File: src/hdl/tle_pkg.sv
`timescale 1ns / 1ps
package tle_pkg;

  localparam logic [31:0] MASTER_KEY = 32'h4A5E6A29;
  localparam logic [31:0] USER_KEY   = 32'hDC89ED79;

  localparam int HOLD_W    = 16;
  localparam int MARK_W    = 33;
  // now (32 bit unsigned) minus mark (33 bit unsigned), signed
  localparam int ELAPSED_W = 35;

  // shared compare unit operations: lhs multiple of elapsed against rhs multiple of hold
  localparam logic [1:0] CMP_E_H    = 2'd0;  // e  vs h
  localparam logic [1:0] CMP_10E_8H = 2'd1;  // 10e vs 8h
  localparam logic [1:0] CMP_10E_5H = 2'd2;  // 10e vs 5h
  localparam logic [1:0] CMP_E_2H   = 2'd3;  // e  vs 2h

  typedef struct packed {
    logic done;
    logic found;
    logic master;
    logic free_found;
  } scan_res_t;

  typedef struct packed {
    logic gt;
    logic lt;
  } cmp_res_t;

endpackage

File: src/hdl/tle_time_cmp.sv
`timescale 1ns / 1ps
module tle_time_cmp import tle_pkg::*; (
  input  logic                        clk,
  input  logic signed [ELAPSED_W-1:0] elapsed,
  input  logic [HOLD_W-1:0]           hold,
  input  logic [1:0]                  op,
  output cmp_res_t                    res
);

  logic signed [ELAPSED_W+3:0] e_ext;
  logic signed [ELAPSED_W+3:0] lhs;
  logic [HOLD_W+2:0]           rhs;
  logic signed [ELAPSED_W+4:0] diff;

  always_comb begin
    e_ext = {{4{elapsed[ELAPSED_W-1]}}, elapsed};
    unique case (op)
      CMP_E_H: begin
        lhs = e_ext;
        rhs = {3'b000, hold};
      end
      CMP_10E_8H: begin
        lhs = (e_ext <<< 3) + (e_ext <<< 1);
        rhs = {hold, 3'b000};
      end
      CMP_10E_5H: begin
        lhs = (e_ext <<< 3) + (e_ext <<< 1);
        rhs = {1'b0, hold, 2'b00} + {3'b000, hold};
      end
      CMP_E_2H: begin
        lhs = e_ext;
        rhs = {2'b00, hold, 1'b0};
      end
      default: begin
        lhs = e_ext;
        rhs = {3'b000, hold};
      end
    endcase
    diff = {lhs[ELAPSED_W+3], lhs} - $signed({{(ELAPSED_W+5-(HOLD_W+3)){1'b0}}, rhs});
  end

  always_ff @(posedge clk) begin
    res.gt <= !diff[ELAPSED_W+4] && (diff != '0);
    res.lt <= diff[ELAPSED_W+4];
  end

endmodule

File: src/hdl/tle_key_scan.sv
`timescale 1ns / 1ps
module tle_key_scan import tle_pkg::*; #(
  parameter int KEY_SLOTS = 4
) (
  input  logic                         clk,
  input  logic                         rst_n,
  input  logic                         start,
  input  logic [31:0]                  uid,
  input  logic                         wr_en,
  input  logic [$clog2(KEY_SLOTS)-1:0] wr_idx,
  input  logic [31:0]                  wr_data,
  output scan_res_t                    res,
  output logic [$clog2(KEY_SLOTS)-1:0] free_idx
);

  localparam int SW = $clog2(KEY_SLOTS);
  localparam logic [SW-1:0] LAST_IDX = SW'(KEY_SLOTS - 1);

  logic [31:0]          key_mem [KEY_SLOTS];
  logic [KEY_SLOTS-1:0] key_vld_r;
  logic                 iss_busy_r;
  logic [SW-1:0]        iss_cnt_r;
  logic [31:0]          rd_q_r;
  logic                 stg_vld_r;
  logic [SW-1:0]        stg_idx_r;
  logic                 stg_kv_r;
  logic                 done_r;
  logic                 found_r;
  logic                 master_r;
  logic                 free_found_r;
  logic [SW-1:0]        free_idx_r;
  logic [31:0]          stg_key;
  logic                 stg_hit;

  // slots 0 and 1 are valid from reset and never written, so they read as constants
  always_comb begin
    if (stg_idx_r == SW'(0)) begin
      stg_key = MASTER_KEY;
    end else if (stg_idx_r == SW'(1)) begin
      stg_key = USER_KEY;
    end else begin
      stg_key = rd_q_r;
    end
    stg_hit = stg_kv_r && (stg_key == uid);
  end

  always_ff @(posedge clk) begin
    if (wr_en) begin
      key_mem[wr_idx] <= wr_data;
    end
    if (iss_busy_r) begin
      rd_q_r <= key_mem[iss_cnt_r];
    end
    stg_idx_r <= iss_cnt_r;
    stg_kv_r  <= key_vld_r[iss_cnt_r];
  end

  always_ff @(posedge clk) begin
    if (!rst_n) begin
      key_vld_r    <= KEY_SLOTS'(2'b11);
      iss_busy_r   <= 1'b0;
      iss_cnt_r    <= '0;
      stg_vld_r    <= 1'b0;
      done_r       <= 1'b0;
      found_r      <= 1'b0;
      master_r     <= 1'b0;
      free_found_r <= 1'b0;
    end else begin
      done_r    <= stg_vld_r && (stg_idx_r == LAST_IDX);
      stg_vld_r <= iss_busy_r;
      if (wr_en) begin
        key_vld_r[wr_idx] <= 1'b1;
      end
      if (start) begin
        iss_busy_r   <= 1'b1;
        iss_cnt_r    <= '0;
        found_r      <= 1'b0;
        master_r     <= 1'b0;
        free_found_r <= 1'b0;
      end else begin
        if (iss_busy_r) begin
          iss_cnt_r <= iss_cnt_r + SW'(1);
          if (iss_cnt_r == LAST_IDX) begin
            iss_busy_r <= 1'b0;
          end
        end
        if (stg_vld_r) begin
          // first match wins
          if (stg_hit && !found_r) begin
            found_r  <= 1'b1;
            master_r <= (stg_idx_r == SW'(0));
          end
          if (!stg_kv_r && (stg_idx_r != SW'(0)) && !free_found_r) begin
            free_found_r <= 1'b1;
          end
        end
      end
    end
  end

  always_ff @(posedge clk) begin
    if (stg_vld_r && !stg_kv_r && (stg_idx_r != SW'(0)) && !free_found_r) begin
      free_idx_r <= stg_idx_r;
    end
  end

  assign res.done       = done_r;
  assign res.found      = found_r;
  assign res.master     = master_r;
  assign res.free_found = free_found_r;
  assign free_idx       = free_idx_r;

`ifndef SYNTH
  a_wr_free_slot: assert property (@(posedge clk) disable iff (!rst_n)
    wr_en |-> !key_vld_r[wr_idx])
    else $error("key write into a slot that is already valid");

  a_done_drained: assert property (@(posedge clk) disable iff (!rst_n)
    done_r |-> !iss_busy_r && !stg_vld_r)
    else $error("scan reported done with reads still in flight");
`endif

endmodule

File: src/hdl/tag_lock_enroll_controller.sv
`timescale 1ns / 1ps
// Tag lock with master-tag enrollment.
// Input channel (in_valid / in_stall): one reader poll per transaction, carrying
// the tag-present flag, the tag UID and the current time in ms.
// Output channel (out_valid / out_stall): one status transaction per poll with
// the lock mode, the open flag and the rejected-key flag.
// Configuration channel (cfg_valid / cfg_ready): writes the base hold time in
// ms; write it only while no poll is in progress.
// A poll with a tag scans the key slots, one key memory read per cycle, then
// makes four passes through one shared time compare unit, an update and an
// output load. A poll without a tag skips the scan.
// in_stall is high from acceptance until the status is loaded into the output
// register. If the receiver stalls, the status waits there and the next poll
// runs up to its output load, where it holds until the register frees up.
// Reset: lock open, mode unlocked, master and user keys in slots 0 and 1,
// other slots empty, hold time 1500 ms, time mark zero.
module tag_lock_enroll_controller import tle_pkg::*; #(
  parameter int KEY_SLOTS = 4
) (
  input  logic              clk,
  input  logic              rst_n,
  input  logic              in_valid,
  output logic              in_stall,
  input  logic              in_tag_present,
  input  logic [31:0]       in_tag_uid,
  input  logic [31:0]       in_now_ms,
  output logic              out_valid,
  input  logic              out_stall,
  output logic [1:0]        out_lock_state,
  output logic              out_is_open,
  output logic              out_bad_key,
  input  logic              cfg_valid,
  output logic              cfg_ready,
  input  logic [HOLD_W-1:0] cfg_hold_ms
);

  localparam int SW = $clog2(KEY_SLOTS);

  localparam logic [3:0] S_IDLE = 4'd0;
  localparam logic [3:0] S_SCAN = 4'd1;
  localparam logic [3:0] S_C1   = 4'd2;
  localparam logic [3:0] S_C2   = 4'd3;
  localparam logic [3:0] S_C3   = 4'd4;
  localparam logic [3:0] S_C4   = 4'd5;
  localparam logic [3:0] S_C5   = 4'd6;
  localparam logic [3:0] S_UPD  = 4'd7;
  localparam logic [3:0] S_OUT  = 4'd8;

  localparam logic [1:0] MODE_UNLOCKED = 2'd0;
  localparam logic [1:0] MODE_LOCKED   = 2'd1;
  localparam logic [1:0] MODE_AWAIT    = 2'd2;
  localparam logic [1:0] MODE_ENROLLED = 2'd3;

  localparam logic [HOLD_W-1:0] HOLD_RESET    = 16'd1500;
  localparam logic [MARK_W-1:0] TIMEOUT_DELAY = 33'd1000;

  logic [3:0]                  state_r, state_nxt;
  logic [HOLD_W-1:0]           hold_r;
  logic                        open_r, open_nxt;
  logic [1:0]                  mode_r, mode_nxt;
  logic                        pend_r, pend_nxt;
  logic                        ms_r, ms_nxt;
  logic [MARK_W-1:0]           mark_r, mark_nxt;
  logic                        rej_r, rej_nxt;
  logic                        out_valid_r;
  logic [1:0]                  out_mode_r;
  logic                        out_open_r;
  logic                        out_rej_r;

  logic                        present_r;
  logic [31:0]                 uid_r;
  logic [31:0]                 now_r;
  logic signed [ELAPSED_W-1:0] elapsed_r;
  logic                        gt_h_r, lt_h_r, gt08_r, gt05_r, lt2h_r, gt2h_r;

  logic                        in_acc;
  logic                        out_load;
  logic                        scan_start;
  scan_res_t                   scan_res;
  logic [SW-1:0]               free_idx;
  logic [1:0]                  cmp_op;
  cmp_res_t                    cmp_res;
  logic                        auth;
  logic                        do_toggle, do_enter, do_store;
  logic                        key_wr;

  assign in_stall   = (state_r != S_IDLE);
  assign cfg_ready  = (state_r == S_IDLE);
  assign in_acc     = in_valid && !in_stall;
  assign scan_start = in_acc && in_tag_present;
  assign out_load   = (state_r == S_OUT) && (!out_valid_r || !out_stall);

  tle_key_scan #(
    .KEY_SLOTS(KEY_SLOTS)
  ) u_scan (
    .clk      (clk),
    .rst_n    (rst_n),
    .start    (scan_start),
    .uid      (uid_r),
    .wr_en    (key_wr),
    .wr_idx   (free_idx),
    .wr_data  (uid_r),
    .res      (scan_res),
    .free_idx (free_idx)
  );

  tle_time_cmp u_cmp (
    .clk     (clk),
    .elapsed (elapsed_r),
    .hold    (hold_r),
    .op      (cmp_op),
    .res     (cmp_res)
  );

  always_comb begin
    unique case (state_r)
      S_C2:    cmp_op = CMP_10E_8H;
      S_C3:    cmp_op = CMP_10E_5H;
      S_C4:    cmp_op = CMP_E_2H;
      default: cmp_op = CMP_E_H;
    endcase
  end

  always_comb begin
    state_nxt = state_r;
    unique case (state_r)
      S_IDLE: begin
        if (in_acc) begin
          state_nxt = in_tag_present ? S_SCAN : S_C1;
        end
      end
      S_SCAN: begin
        if (scan_res.done) begin
          state_nxt = S_C1;
        end
      end
      S_C1:   state_nxt = S_C2;
      S_C2:   state_nxt = S_C3;
      S_C3:   state_nxt = S_C4;
      S_C4:   state_nxt = S_C5;
      S_C5:   state_nxt = S_UPD;
      S_UPD:  state_nxt = S_OUT;
      S_OUT: begin
        if (out_load) begin
          state_nxt = S_IDLE;
        end
      end
      default: state_nxt = S_IDLE;
    endcase
  end

  // All thresholds use the elapsed time at entry: any step that moves the
  // mark to now leaves zero elapsed, which passes none of the later checks.
  always_comb begin
    open_nxt  = open_r;
    mode_nxt  = mode_r;
    pend_nxt  = pend_r;
    ms_nxt    = ms_r;
    mark_nxt  = mark_r;
    rej_nxt   = rej_r;
    auth      = present_r && scan_res.found;
    do_toggle = 1'b0;
    do_enter  = 1'b0;
    do_store  = 1'b0;
    if (present_r) begin
      if (auth) begin
        ms_nxt = scan_res.master;
      end
      do_toggle = !pend_r && auth && gt_h_r;
      do_enter  = !do_toggle && !pend_r && ms_nxt && auth && gt08_r && lt_h_r;
      do_store  = !do_toggle && !do_enter && pend_r && !auth && gt05_r && lt2h_r;
      if (do_toggle) begin
        open_nxt = !open_r;
        mark_nxt = {1'b0, now_r};
        mode_nxt = open_r ? MODE_LOCKED : MODE_UNLOCKED;
      end else if (do_enter) begin
        pend_nxt = 1'b1;
        ms_nxt   = 1'b0;
        mark_nxt = {1'b0, now_r};
        mode_nxt = MODE_AWAIT;
      end else if (do_store) begin
        pend_nxt = 1'b0;
        mark_nxt = {1'b0, now_r};
        mode_nxt = MODE_ENROLLED;
      end
      rej_nxt = !auth && (mode_nxt != MODE_AWAIT) && (mode_nxt != MODE_ENROLLED);
    end
    // enroll timeout
    if (!do_toggle && !do_enter && !do_store && gt2h_r &&
        ((mode_nxt == MODE_AWAIT) || (mode_nxt == MODE_ENROLLED))) begin
      pend_nxt = 1'b0;
      mode_nxt = open_nxt ? MODE_UNLOCKED : MODE_LOCKED;
      mark_nxt = {1'b0, now_r} + TIMEOUT_DELAY;
    end
  end

  // a full table drops the new key but still completes the enroll
  assign key_wr = (state_r == S_UPD) && do_store && scan_res.free_found;

  always_ff @(posedge clk) begin
    if (!rst_n) begin
      state_r     <= S_IDLE;
      hold_r      <= HOLD_RESET;
      open_r      <= 1'b1;
      mode_r      <= MODE_UNLOCKED;
      pend_r      <= 1'b0;
      ms_r        <= 1'b0;
      mark_r      <= '0;
      rej_r       <= 1'b0;
      out_valid_r <= 1'b0;
    end else begin
      state_r <= state_nxt;
      if (cfg_valid && cfg_ready) begin
        hold_r <= cfg_hold_ms;
      end
      if (state_r == S_UPD) begin
        open_r <= open_nxt;
        mode_r <= mode_nxt;
        pend_r <= pend_nxt;
        ms_r   <= ms_nxt;
        mark_r <= mark_nxt;
        rej_r  <= rej_nxt;
      end
      if (out_load) begin
        out_valid_r <= 1'b1;
      end else if (!out_stall) begin
        out_valid_r <= 1'b0;
      end
    end
  end

  always_ff @(posedge clk) begin
    if (in_acc) begin
      present_r <= in_tag_present;
      uid_r     <= in_tag_uid;
      now_r     <= in_now_ms;
      elapsed_r <= $signed({3'b000, in_now_ms}) - $signed({2'b00, mark_r});
    end
    unique case (state_r)
      S_C2: begin
        gt_h_r <= cmp_res.gt;
        lt_h_r <= cmp_res.lt;
      end
      S_C3: gt08_r <= cmp_res.gt;
      S_C4: gt05_r <= cmp_res.gt;
      S_C5: begin
        lt2h_r <= cmp_res.lt;
        gt2h_r <= cmp_res.gt;
      end
      default: begin
      end
    endcase
    if (out_load) begin
      out_mode_r <= mode_r;
      out_open_r <= open_r;
      out_rej_r  <= rej_r;
    end
  end

  assign out_valid      = out_valid_r;
  assign out_lock_state = out_mode_r;
  assign out_is_open    = out_open_r;
  assign out_bad_key    = out_rej_r;

`ifndef SYNTH
  a_pend_is_await: assert property (@(posedge clk) disable iff (!rst_n)
    pend_r |-> (mode_r == MODE_AWAIT))
    else $error("enroll pending outside the awaiting mode");

  a_store_in_enroll: assert property (@(posedge clk) disable iff (!rst_n)
    key_wr |-> pend_r && !scan_res.found)
    else $error("key stored outside enroll or for a known tag");
`endif

endmodule
File: config.mk
export PLATFORM = sky130hd
export DESIGN_NAME = tag_lock_enroll_controller
export DESIGN_NICKNAME = d
export VERILOG_FILES = /design/src/hdl/tle_pkg.sv /design/src/hdl/tle_time_cmp.sv /design/src/hdl/tle_key_scan.sv /design/src/hdl/tag_lock_enroll_controller.sv
export SDC_FILE = /design/constraint.sdc
export NUM_CORES = 1
export LEC_CHECK = 0
export BUFFER_PORTS_ARGS = -buffer_cell sky130_fd_sc_hd__buf_4
export CAP_MARGIN = 0
export CORE_MARGIN = 4
export CORE_UTILIZATION = 30
export CTS_BUF_LIST = sky130_fd_sc_hd__clkbuf_8
export CTS_CLUSTER_SIZE = 16
export DETAILED_ROUTE_END_ITERATION = 10
export PLACE_DENSITY = 0.54
export SLEW_MARGIN = 25
export SYNTH_ARGS = -nofsm -noshare
export SYNTH_HDL_FRONTEND = slang
export SYNTH_SLANG_ARGS = --single-unit
File: constraint.sdc
create_clock -name clk -period 9.8 [get_ports clk]
set_input_delay 0.98 -clock clk [delete_from_list [all_inputs] [get_ports clk]]
set_output_delay 0.98 -clock clk [all_outputs]
set_load 0.05 [all_outputs]
==> flow_metrics.env, run 1 <==
export IMPL_max_slew_margin_pct=34.0
export IMPL_yosys_area_top_type_share_pct=42.7
export IMPL_worst_slew_pin_slew_ps=989
export IMPL_worst_hold_path_type="reg -> reg"
export IMPL_final_antenna_net_count=0
export IMPL_synthTopCellsByArea="sky130_fd_sc_hd__edfxtp_1, sky130_fd_sc_hd__dfxtp_1, sky130_fd_sc_hd__ha_1"
export IMPL_flow_area_growth_from_synthesis_pct=15.4
export IMPL_synth_largest_area_cell="sky130_fd_sc_hd__edfxtp_1"
export IMPL_tritoncts="yes"
export IMPL_postSynthNetCount=1926
export IMPL_worst_case_clock_skew_ps=40.4
export IMPL_postLayoutCellArea_um2=22000
export IMPL_power_per_cell_area_nw_per_um2=189
export IMPL_cts_root_to_sink_buffers=3
export IMPL_syn_area_per_cell_um2=11.0
export IMPL_first_pass_grt_wire_length_mm=73.8
export IMPL_rsz0062_at_grt="no"
export IMPL_path_max_fanout=8
export IMPL_finalSetupTns_ps=0
export IMPL_leakage_nw=8.27
export IMPL_grt_antenna_before_repair=2
export IMPL_boundaryPins=93
export IMPL_row_count=92
export IMPL_cp_slowest_cell="sky130_fd_sc_hd__o41ai_1"
export IMPL_wl_per_cell_um=16.9
export IMPL_finalMaxSlewViolations=0
export IMPL_worstSetupStartpointType="flip-flop"
export IMPL_worst_setup_path_type="reg -> reg"
export IMPL_die_w_um=260
export IMPL_core_um2=63000
export IMPL_cts_resized=0
export IMPL_syn_inst=1732
export IMPL_yosysWarnings=0
export IMPL_post_route_worst_setup_slack_ps=3810
export IMPL_fmax_ghz=0.167
export IMPL_tritoncts_num_sinks=347
export IMPL_dpl_wire_length_mm=33.0
export IMPL_post_cts_setup_bufs=0
export IMPL_crit_top_cell="sky130_fd_sc_hd__o21ai_0"
export IMPL_cell_area_synth_um2=19100
export IMPL_number_of_hold_violations_in_the_final_report=0
export IMPL_num_nets_final=2039
export IMPL_cts_clk_slew_worst_paths_ps=70
export IMPL_ys_async_sr_fraction_pct=0
export IMPL_postPlaceCellArea_um2=20700
export IMPL_fin_util_pct=34.9
export IMPL_detailedRoute_firstIterationViolations=916
export IMPL_wl_mm=46.5
export IMPL_insertedDiodeCount=0
export IMPL_root_buffer="sky130_fd_sc_hd__clkbuf_8"
export IMPL_fillers=6300
export IMPL_grt_util_all_layers_pct=13.5
export IMPL_synth_cell_types=93
export IMPL_final_layout_size_suffix_gt1_share_pct=14.1
export IMPL_fin_crit_sh_pct=61.1
export IMPL_layout_area_seq_um2=9660
export IMPL_postSynthRegisterBits=347
export IMPL_max_cap_violations=0
export IMPL_fp_dieH_um=260
export IMPL_postCtsHoldBufs=0
export IMPL_floorplan_initialDensity_pct=30.3
export IMPL_seq_area_frac_synth_pct=50.7
export IMPL_vias_in_the_first_global_route=13800
export IMPL_finalSetupViolCount=0
export IMPL_status="finished clean"
export IMPL_first_pass_iters=6
export IMPL_total_number_of_vias=13800
export IMPL_required_time_reported_for_the_critical_path_endpoint_ps=10320
export IMPL_ys_dominant_reg_cell="sky130_fd_sc_hd__edfxtp_1"
export IMPL_route_detailed_drc=0
export IMPL_cts_buffers=67
export IMPL_worst_path_largest_cell_delay_ps=490
export IMPL_synth_edff_count=271
export IMPL_place_worst_setup_slack_ps=3920
export IMPL_design_die_area_um2=67600
export IMPL_multi_input_comb_area_um2=8800
export IMPL_globalplace_congestion=0.859
export IMPL_global_route_overflow_total=0
export IMPL_max_vdd_ir_drop_uv=78.1
export IMPL_grt_start_max_net_pins=72
export IMPL_drt_vias_per_instance=5.01
export IMPL_cp_end_kind="flip-flop"
export IMPL_numPortBuffers=92
export IMPL_htreeDepth=3
export IMPL_timing_critical_path_arrival_ps=6510
export IMPL_worstSkewPairLatency_ps=630
export IMPL_period_needed_ps=5990
## through the flow
stage                     power (W)  hold slack [ps]  cells
after floorplan             0.00253              353   1732
after global placement      0.00279              427   2622
after detailed placement    0.00280              433   2622
after CTS                   0.00420              443   2746
after global routing        0.00440              458   2746
final                       0.00415              437   2746
## cells in the final DEF (no fill, tap or decap), drive strengths merged, types with 10 or more instances in the layout
master / n
a211oi: 13
a21boi: 21
a21o: 30
a21oi: 98
a221oi: 15
a31oi: 10
and2: 16
and3: 11
buf: 103
clkbuf: 73
clkinv: 20
dfxtp: 76
edfxtp: 271
ha: 104
inv: 130
mux4: 33
nand2: 190
nand2b: 13
nand3: 54
nand4: 15
nor2: 111
nor2b: 20
nor3: 36
nor4: 16
o211a: 32
o211ai: 10
o21a: 18
o21ai: 97
o22ai: 10
or3: 10
xnor2: 58
xor2: 48
## power by group
| part | internal [W] | leakage [nW] | total, W | switching [W] |
|---|---|---|---|---|
| Combinational | 0.000405 | 4.42 | 0.000993 | 0.000588 |
| Clock | 0.000730 | 0.744 | 0.00138 | 0.000647 |
| Sequential | 0.00169 | 3.11 | 0.00178 | 0.0000920 |
| Total | 0.00282 | 8.27 | 0.00415 | 0.00133 |
## cell type report
cell class	count	share of cell area (%)
multi-input cells	1223	40.0
well taps	846	4.81
inverters	103	1.76
flip-flops and latches	347	43.9
clock inverters	51	1.38
repair buffers	103	3.52
clock buffers	73	4.57
## Yosys cell counts (20+ instances only)
cell type                  instances
sky130_fd_sc_hd__dfxtp_1          76
sky130_fd_sc_hd__nor2_1          111
sky130_fd_sc_hd__xnor2_1          58
sky130_fd_sc_hd__nor2b_1          20
sky130_fd_sc_hd__o211a_1          32
sky130_fd_sc_hd__inv_1           103
sky130_fd_sc_hd__nand2_1         189
sky130_fd_sc_hd__ha_1            104
sky130_fd_sc_hd__mux4_2           33
sky130_fd_sc_hd__clkbuf_1         49
sky130_fd_sc_hd__a21oi_1          97
sky130_fd_sc_hd__nand3_1          53
sky130_fd_sc_hd__a21o_1           30
sky130_fd_sc_hd__nor3_1           36
sky130_fd_sc_hd__xor2_1           48
sky130_fd_sc_hd__o21ai_0          90
sky130_fd_sc_hd__edfxtp_1        271
## worst paths after layout
check	endpoint	start	cells after the start	slack, ps
max	u_cmp.res[1]	hold_r[2]	27	3810
min	out_bad_key	rej_r	0	440
max reg2reg	u_cmp.res[1]	hold_r[2]	27	3810
min reg2reg	out_bad_key	rej_r	0	440
## sequential cells by signal (all words and copies together) (netlist names), 4 cells and up
signal,cells
u_scan.key_vld_r,4
now_r,32
mark_r,33
state_r,4
elapsed_r,34
uid_r,32
u_scan.key_mem,128
hold_r,16
u_scan.rd_q_r,32
## cell families after synthesis
logic type,Yosys count,share of synthesized area [%]
XOR/XNOR,106,4.87
AND/OR/NAND/NOR,530,13.4
multiplexers,46,4.63
flip-flops,347,50.7
buffers and inverters,162,3.31
AO/OA/AOI/OAI,433,15.9
adder cells (fa/ha/maj),108,7.25
## layer usage
| layer | global-route usage (%) | share of wire, % | vias to the layer above |
|---|---|---|---|
| met2 | 21.5 | 45 | 319 |
| met1 | 19.0 | 48 | 6633 |
| met3 | 2.64 | 5.1 | 73 |
| met5 | 0 | 0.037 | - |
| li1 | - | - | 6733 |
| met4 | 3.49 | 1.9 | 2 |
## worst max-delay path: cells and delay by family (launching register included)
kind	cells	cell delay, ps
AOI/OAI and AO/OA	14	3130
xor gates and xnor gates	1	160
adders and majority gates	3	870
buffers and inverters	1	70
DFF	1	350
and+or+nand+nor	8	1340
No activity file was read; power rests on OpenSTA's default activity.
==> run 2: changes to the inputs <==
- PLACE_DENSITY: 0.54 -> 0.55
- clock period: 9.8 -> 4.9 ns (I/O delays scaled with it)
==> run 2 against run 1 <==
Net effect:
- the run now ends with negative setup slack left
- setup slack got worse by 3800 ps
- die area unchanged
- power grew 110%
- critical path type unchanged
- largest power group unchanged
==> flow_metrics.env, run 2 (synthesized netlist as in run 1, its figures left out) <==
export IMPL_tritoncts_num_sinks=347
export IMPL_first_pass_grt_wire_length_mm=76.1
export IMPL_tritoncts="yes"
export IMPL_power_per_cell_area_nw_per_um2=379
export IMPL_post_route_worst_setup_slack_ps=-25.9
export IMPL_cp_end_kind="flip-flop"
export IMPL_reg2reg_slack_ps=-30
export IMPL_mostFrequentLayoutCell="sky130_fd_sc_hd__edfxtp_1"
export IMPL_final_layout_size_suffix_gt1_share_pct=18.1
export IMPL_core_um2=63000
export IMPL_detailedRoute_firstIterationViolations=891
export IMPL_num_nets_final=2137
export IMPL_fp_dieH_um=260
export IMPL_fin_util_pct=36.8
export IMPL_max_vdd_ir_drop_uv=224
export IMPL_max_ffs_per_register=128
export IMPL_finalMaxSlewViolations=0
export IMPL_period_needed_ps=4930
export IMPL_route_detailed_drc=0
export IMPL_ff2ff_path_depth=28
export IMPL_floorplan_initialDensity_pct=30.3
export IMPL_path_max_fanout=4
export IMPL_globalplace_congestion=0.874
export IMPL_leakage_nw=8.84
export IMPL_fin_crit_sh_pct=101
export IMPL_regMostFlops="u_scan.key_mem"
export IMPL_number_of_hold_violations_in_the_final_report=0
export IMPL_fmax_ghz=0.203
export IMPL_row_count=92
export IMPL_worstReg2RegStart="hold_r[2]"
export IMPL_drt_vias_per_instance=4.98
export IMPL_status="finished, violations left"
export IMPL_flow_area_growth_from_synthesis_pct=21.6
export IMPL_grt_antenna_before_repair=4
export IMPL_grt_util_all_layers_pct=13.8
export IMPL_max_slew_margin_pct=38.7
export IMPL_cts_clk_slew_worst_paths_ps=70
export IMPL_dp_cells=2684
export IMPL_die_w_um=260
export IMPL_worst_slew_pin_slew_ps=919
export IMPL_numPortBuffers=92
export IMPL_timing_critical_path_arrival_ps=5460
export IMPL_global_route_overflow_total=0
export IMPL_wl_mm=47.4
export IMPL_design_die_area_um2=67600
export IMPL_cts_buffers=61
export IMPL_violations="negative setup slack"
export IMPL_root_buffer="sky130_fd_sc_hd__clkbuf_8"
export IMPL_finish_cell_count_without_fillers=2845
export IMPL_worst_path_largest_cell_delay_ps=360
export IMPL_rsz0062_at_grt="yes"
export IMPL_cts_root_to_sink_buffers=3
export IMPL_max_cap_violations=0
export IMPL_finalSetupViolCount=1
export IMPL_largestRegisters="u_scan.key_mem: 128 flops, elapsed_r: 34 flops, mark_r: 33 flops"
export IMPL_final_antenna_net_count=0
export IMPL_layout_common_cells="sky130_fd_sc_hd__edfxtp_1, sky130_fd_sc_hd__nand2_1, sky130_fd_sc_hd__buf_4"
export IMPL_worst_case_clock_skew_ps=51.8
export IMPL_worst_setup_path_type="reg -> reg"
export IMPL_dpl_wire_length_mm=33.9
export IMPL_vias_in_the_first_global_route=14100
export IMPL_first_pass_iters=6
export IMPL_place_worst_setup_slack_ps=-441
export IMPL_worst_hold_path_type="in -> reg"
export IMPL_crit_path_end="u_cmp.res[1]"
export IMPL_worstSetupStartpointType="flip-flop"
export IMPL_required_time_reported_for_the_critical_path_endpoint_ps=5430
export IMPL_worstSkewPairLatency_ps=670
export IMPL_htreeDepth=2
export IMPL_crit_path_start="hold_r[2]"
export IMPL_fin_hold_ws_ps=54.3
export IMPL_cp_slowest_cell="sky130_fd_sc_hd__dfxtp_4"
export IMPL_crit_reg2reg_capture="u_cmp.res[1]"
export IMPL_wl_per_cell_um=16.7
export IMPL_total_number_of_vias=14200
export IMPL_grt_start_max_net_pins=67
export IMPL_boundaryPins=93
## run 2: changes by cell type in the layout (fill, tap and decap cells not counted), sizes merged
cell         change
clkbuf           -4
dlygate4sd3     +40
inv              -5
clkinv           -5
buf             +64
bufinv           +7
clkinvlp         -1
diode            +3
## run 2: critical path: cells and delay by family, from the launching register on
kind / cells / cell delay, ps
AO/OA/AOI/OAI: 13 / 2140
AND/OR/NAND/NOR: 8 / 1130
adder cells (fa/ha/maj): 3 / 720
buffers and inverters: 3 / 380
flip-flops: 1 / 360
XOR/XNOR: 1 / 50
## run 2: area by class of cell
cell class,count,area (um^2)
inverters,103,387
fillers,6214,39800
diodes,3,7.51
flip-flops and latches,347,9670
clock inverters,47,452
multi-input cells,1223,8960
well taps,846,1060
repair buffers,207,1690
clock buffers,69,950
## run 2: timing repair
action                                 4_1_cts  5_1_grt
cloned                                       0        0
buffers inserted                             1        1
setup endpoints to repair                    2        2
endpoints found under the hold margin       37        3
pin swaps                                    8        6
hold buffers                                37        3
gates resized for setup                     15       17
## run 2: through the flow
step	TNS, ps	cell area [um^2]	power [W]
global route	-452	23200	0.00930
global placement	-257	21200	0.00575
finish	-25.9	23200	0.00879
detailed placement	-441	21200	0.00576
CTS	-227	23000	0.00886
floorplan	0	19100	0.00506
## run 2: per-layer routing
layer | GRT usage (%) | vias to the layer above | part of all wire [%]
met3 | 2.85 | 57 | 5.5
met4 | 3.27 | 2 | 1.7
li1 | - | 6939 | -
met1 | 19.3 | 6839 | 47
met5 | 0 | - | 0.030
met2 | 22.2 | 323 | 45
## run 2: worst min-delay path by stage
stage / cells past startpoint / to / slack (ps) / startpoint
floorplan: 0 / u_scan.stg_idx_r[1] / 350 / u_scan.iss_cnt_r[1]
global placement: 1 / u_scan.key_vld_r[1] / 430 / u_scan.key_vld_r[1]
detailed placement: 0 / out_bad_key / 430 / rej_r
CTS: 1 / uid_r[5] / 2 / in_tag_uid[5]
global route: 1 / now_r[3] / -0.08 / in_now_ms[3]
finish: 1 / now_r[22] / 50 / in_now_ms[22]
## run 2: where the power goes
| group | internal [W] | leakage, nW | switching (W) |
|---|---|---|---|
| registers | 0.00337 | 3.11 | 0.000171 |
| clock network | 0.00174 | 0.782 | 0.00127 |
| logic | 0.000987 | 4.94 | 0.00126 |
| total | 0.00610 | 8.84 | 0.00269 |
==> run 3: changes to the inputs <==
- CORE_ASPECT_RATIO: not set -> 0.6
==> run 3 against run 2 <==
Net effect:
- the flow still finishes with violations (negative setup slack)
- global-route usage increased by 1.2 points
- hold slack improved by 8.2 ps
- clock power fell by 21%
- sequential share of layout area decreased by 0.31 points
- utilization rose by 0.37 points
- first-iteration DRC count is 53% higher
- highest routed layer unchanged
==> flow_metrics.env, run 3 (synthesized netlist as in run 1, its figures left out) <==
export IMPL_globalplace_congestion=0.841
export IMPL_fp_dieH_um=203
export IMPL_place_worst_setup_slack_ps=-471
export IMPL_fillers=6161
export IMPL_cp_slowest_cell="sky130_fd_sc_hd__dfxtp_4"
export IMPL_seqPwrFrac_pct=42.4
export IMPL_route_detailed_drc=0
export IMPL_path_max_fanout=4
export IMPL_worst_setup_path_type="reg -> reg"
export IMPL_tritoncts="yes"
export IMPL_mostFrequentLayoutCell="sky130_fd_sc_hd__edfxtp_1"
export IMPL_cts_root_to_sink_buffers=3
export IMPL_internal_power_w=0.00556
export IMPL_worst_path_largest_cell_delay_ps=370
export IMPL_fin_crit_sh_pct=102
export IMPL_timing_critical_path_arrival_ps=5590
export IMPL_leakage_nw=8.91
export IMPL_worst_slew_pin_slew_ps=762
export IMPL_grt_util_all_layers_pct=15.0
export IMPL_max_ffs_per_register=128
export IMPL_grt_use_met1_pct=24.4
export IMPL_rsz0062_at_grt="yes"
export IMPL_power_per_cell_area_nw_per_um2=358
export IMPL_grt_antenna_before_repair=2
export IMPL_fmax_ghz=0.200
export IMPL_cts_buffers=56
export IMPL_status="finished, violations left"
export IMPL_floorplan_initialDensity_pct=30.3
export IMPL_number_of_hold_violations_in_the_final_report=0
export IMPL_max_cap_violations=0
export IMPL_root_buffer="sky130_fd_sc_hd__clkbuf_8"
export IMPL_vias_in_the_first_global_route=14000
export IMPL_grt_start_max_net_pins=67
export IMPL_boundaryPins=93
export IMPL_final_antenna_net_count=0
export IMPL_worst_case_clock_skew_ps=51.1
export IMPL_tritoncts_num_sinks=347
export IMPL_multi_input_comb_area_um2=9020
export IMPL_violations="negative setup slack"
export IMPL_drt_vias_per_instance=5.06
export IMPL_first_pass_grt_wire_length_mm=81.1
export IMPL_p_switching_w=0.00281
export IMPL_dp_cells=2692
export IMPL_p_sw_share_pct=33.6
export IMPL_design_die_area_um2=67800
export IMPL_met2_usage_pct=20.1
export IMPL_top_usage_layer="met1"
export IMPL_cp_end_kind="flip-flop"
export IMPL_global_route_overflow_total=0
export IMPL_fin_util_pct=37.2
export IMPL_comb_power_share_pct=29.3
export IMPL_numPortBuffers=92
export IMPL_layout_area_seq_um2=9670
export IMPL_first_pass_iters=5
export IMPL_wl_mm=52.2
export IMPL_worst_hold_path_type="in -> reg"
export IMPL_total_number_of_vias=14600
export IMPL_post_route_worst_setup_slack_ps=-106
export IMPL_row_count=71
export IMPL_worstSkewPairLatency_ps=690
export IMPL_cts_clk_slew_worst_paths_ps=80
export IMPL_finalSetupViolCount=1
export IMPL_wl_per_cell_um=18.1
export IMPL_die_w_um=333
export IMPL_layout_common_cells="sky130_fd_sc_hd__edfxtp_1, sky130_fd_sc_hd__buf_4, sky130_fd_sc_hd__nand2_1"
export IMPL_period_needed_ps=5010
export IMPL_core_um2=62800
export IMPL_num_nets_final=2188
export IMPL_finish_cell_count_without_fillers=2879
export IMPL_finalSetupTns_ps=-106
export IMPL_flow_area_growth_from_synthesis_pct=22.5
export IMPL_max_slew_margin_pct=48.6
export IMPL_dpl_wire_length_mm=37.0
export IMPL_worstSetupStartpointType="flip-flop"
export IMPL_reg2reg_slack_ps=-110
export IMPL_final_layout_size_suffix_gt1_share_pct=18.9
export IMPL_finalMaxSlewViolations=0
export IMPL_max_vdd_ir_drop_uv=217
export IMPL_required_time_reported_for_the_critical_path_endpoint_ps=5480
export IMPL_met3_track_demand_over_resource_pct=2.96
export IMPL_detailedRoute_firstIterationViolations=1364
export IMPL_largestRegisters="u_scan.key_mem: 128 flops, elapsed_r: 34 flops, mark_r: 33 flops"
export IMPL_power_frac_clock_pct=28.3
export IMPL_regMostFlops="u_scan.key_mem"
export IMPL_crit_top_cell="sky130_fd_sc_hd__buf_4"
export IMPL_htreeDepth=2
-- run 3: changes by cell type in the layout (fill, tap and decap cells not counted), moves of 3 or more --
cell,change
sky130_fd_sc_hd__dlygate4sd3_1,+28
sky130_fd_sc_hd__buf_4,+25
sky130_fd_sc_hd__a21oi_1,-5
sky130_fd_sc_hd__o21ai_2,+3
sky130_fd_sc_hd__clkbuf_8,-12
sky130_fd_sc_hd__buf_6,+3
sky130_fd_sc_hd__inv_1,-3
sky130_fd_sc_hd__a21oi_2,+5
sky130_fd_sc_hd__clkinv_1,+9
sky130_fd_sc_hd__o21ai_0,-4
sky130_fd_sc_hd__bufinv_16,-8
-- run 3: area by class of cell --
| class | instances | area share [%] |
|---|---|---|
| flip-flops and latches | 347 | 41.4 |
| multi-input cells | 1223 | 38.7 |
| repair buffers | 263 | 9.34 |
| well taps | 839 | 4.50 |
| clock buffers | 57 | 3.36 |
| inverters | 103 | 1.66 |
| clock inverters | 46 | 1.07 |
| diodes | 1 | 0.0107 |
-- run 3: routing by layer --
| metal | up-vias | wire length (um) |
|---|---|---|
| li1 | 7034 | - |
| met3 | 63 | 3370 |
| met4 | 2 | 849 |
| met1 | 7052 | 27700 |
| met5 | - | 9 |
| met2 | 422 | 20300 |
-- run 3: final timing paths --
| path | start | endpoint | depth (start not counted) |
|---|---|---|---|
| max | hold_r[2] | u_cmp.res[1] | 29 |
| min | cfg_hold_ms[4] | hold_r[4] | 3 |
| max reg2reg | hold_r[2] | u_cmp.res[1] | 29 |
| min reg2reg | rej_r | out_bad_key | 0 |
-- run 3: power by group through the flow --
stage / logic [W] / clock network [W] / registers, W
6_report: 0.00245 / 0.00237 / 0.00355
5_1_grt: 0.00270 / 0.00260 / 0.00357
4_1_cts: 0.00233 / 0.00246 / 0.00354
3_5_place_dp: 0.00223 / 0 / 0.00360
2_1_floorplan: 0.00152 / 0 / 0.00354
3_3_place_gp: 0.00223 / 0 / 0.00360
-- run 3: per-stage QoR --
stage               power [W]  instance area [um^2]  hold slack [ps]
global placement      0.00583                 21300              427
global route          0.00886                 23300             35.4
finish                0.00836                 23300             62.6
CTS                   0.00834                 23200             7.20
floorplan             0.00506                 19100              353
detailed placement    0.00583                 21300              420
-- run 3: what timing repair did --
| action | 4_1_cts | 5_1_grt |
|---|---|---|
| hold buffers | 68 | 0 |
| gates resized for setup | 22 | 34 |
| setup buffers | 10 | 6 |
| pin swaps | 27 | 30 |
| setup endpoints to repair | 2 | 2 |
| endpoints found under the hold margin | 68 | 0 |
-- run 3: worst max-delay path: cells and delay by family (launching register included) --
family	cells	cell delay, ps
AOI/OAI and AO/OA	12	1970
and+or+nand+nor	7	1190
adders and majority gates	3	700
buffers and inverters	7	680
DFF	1	370
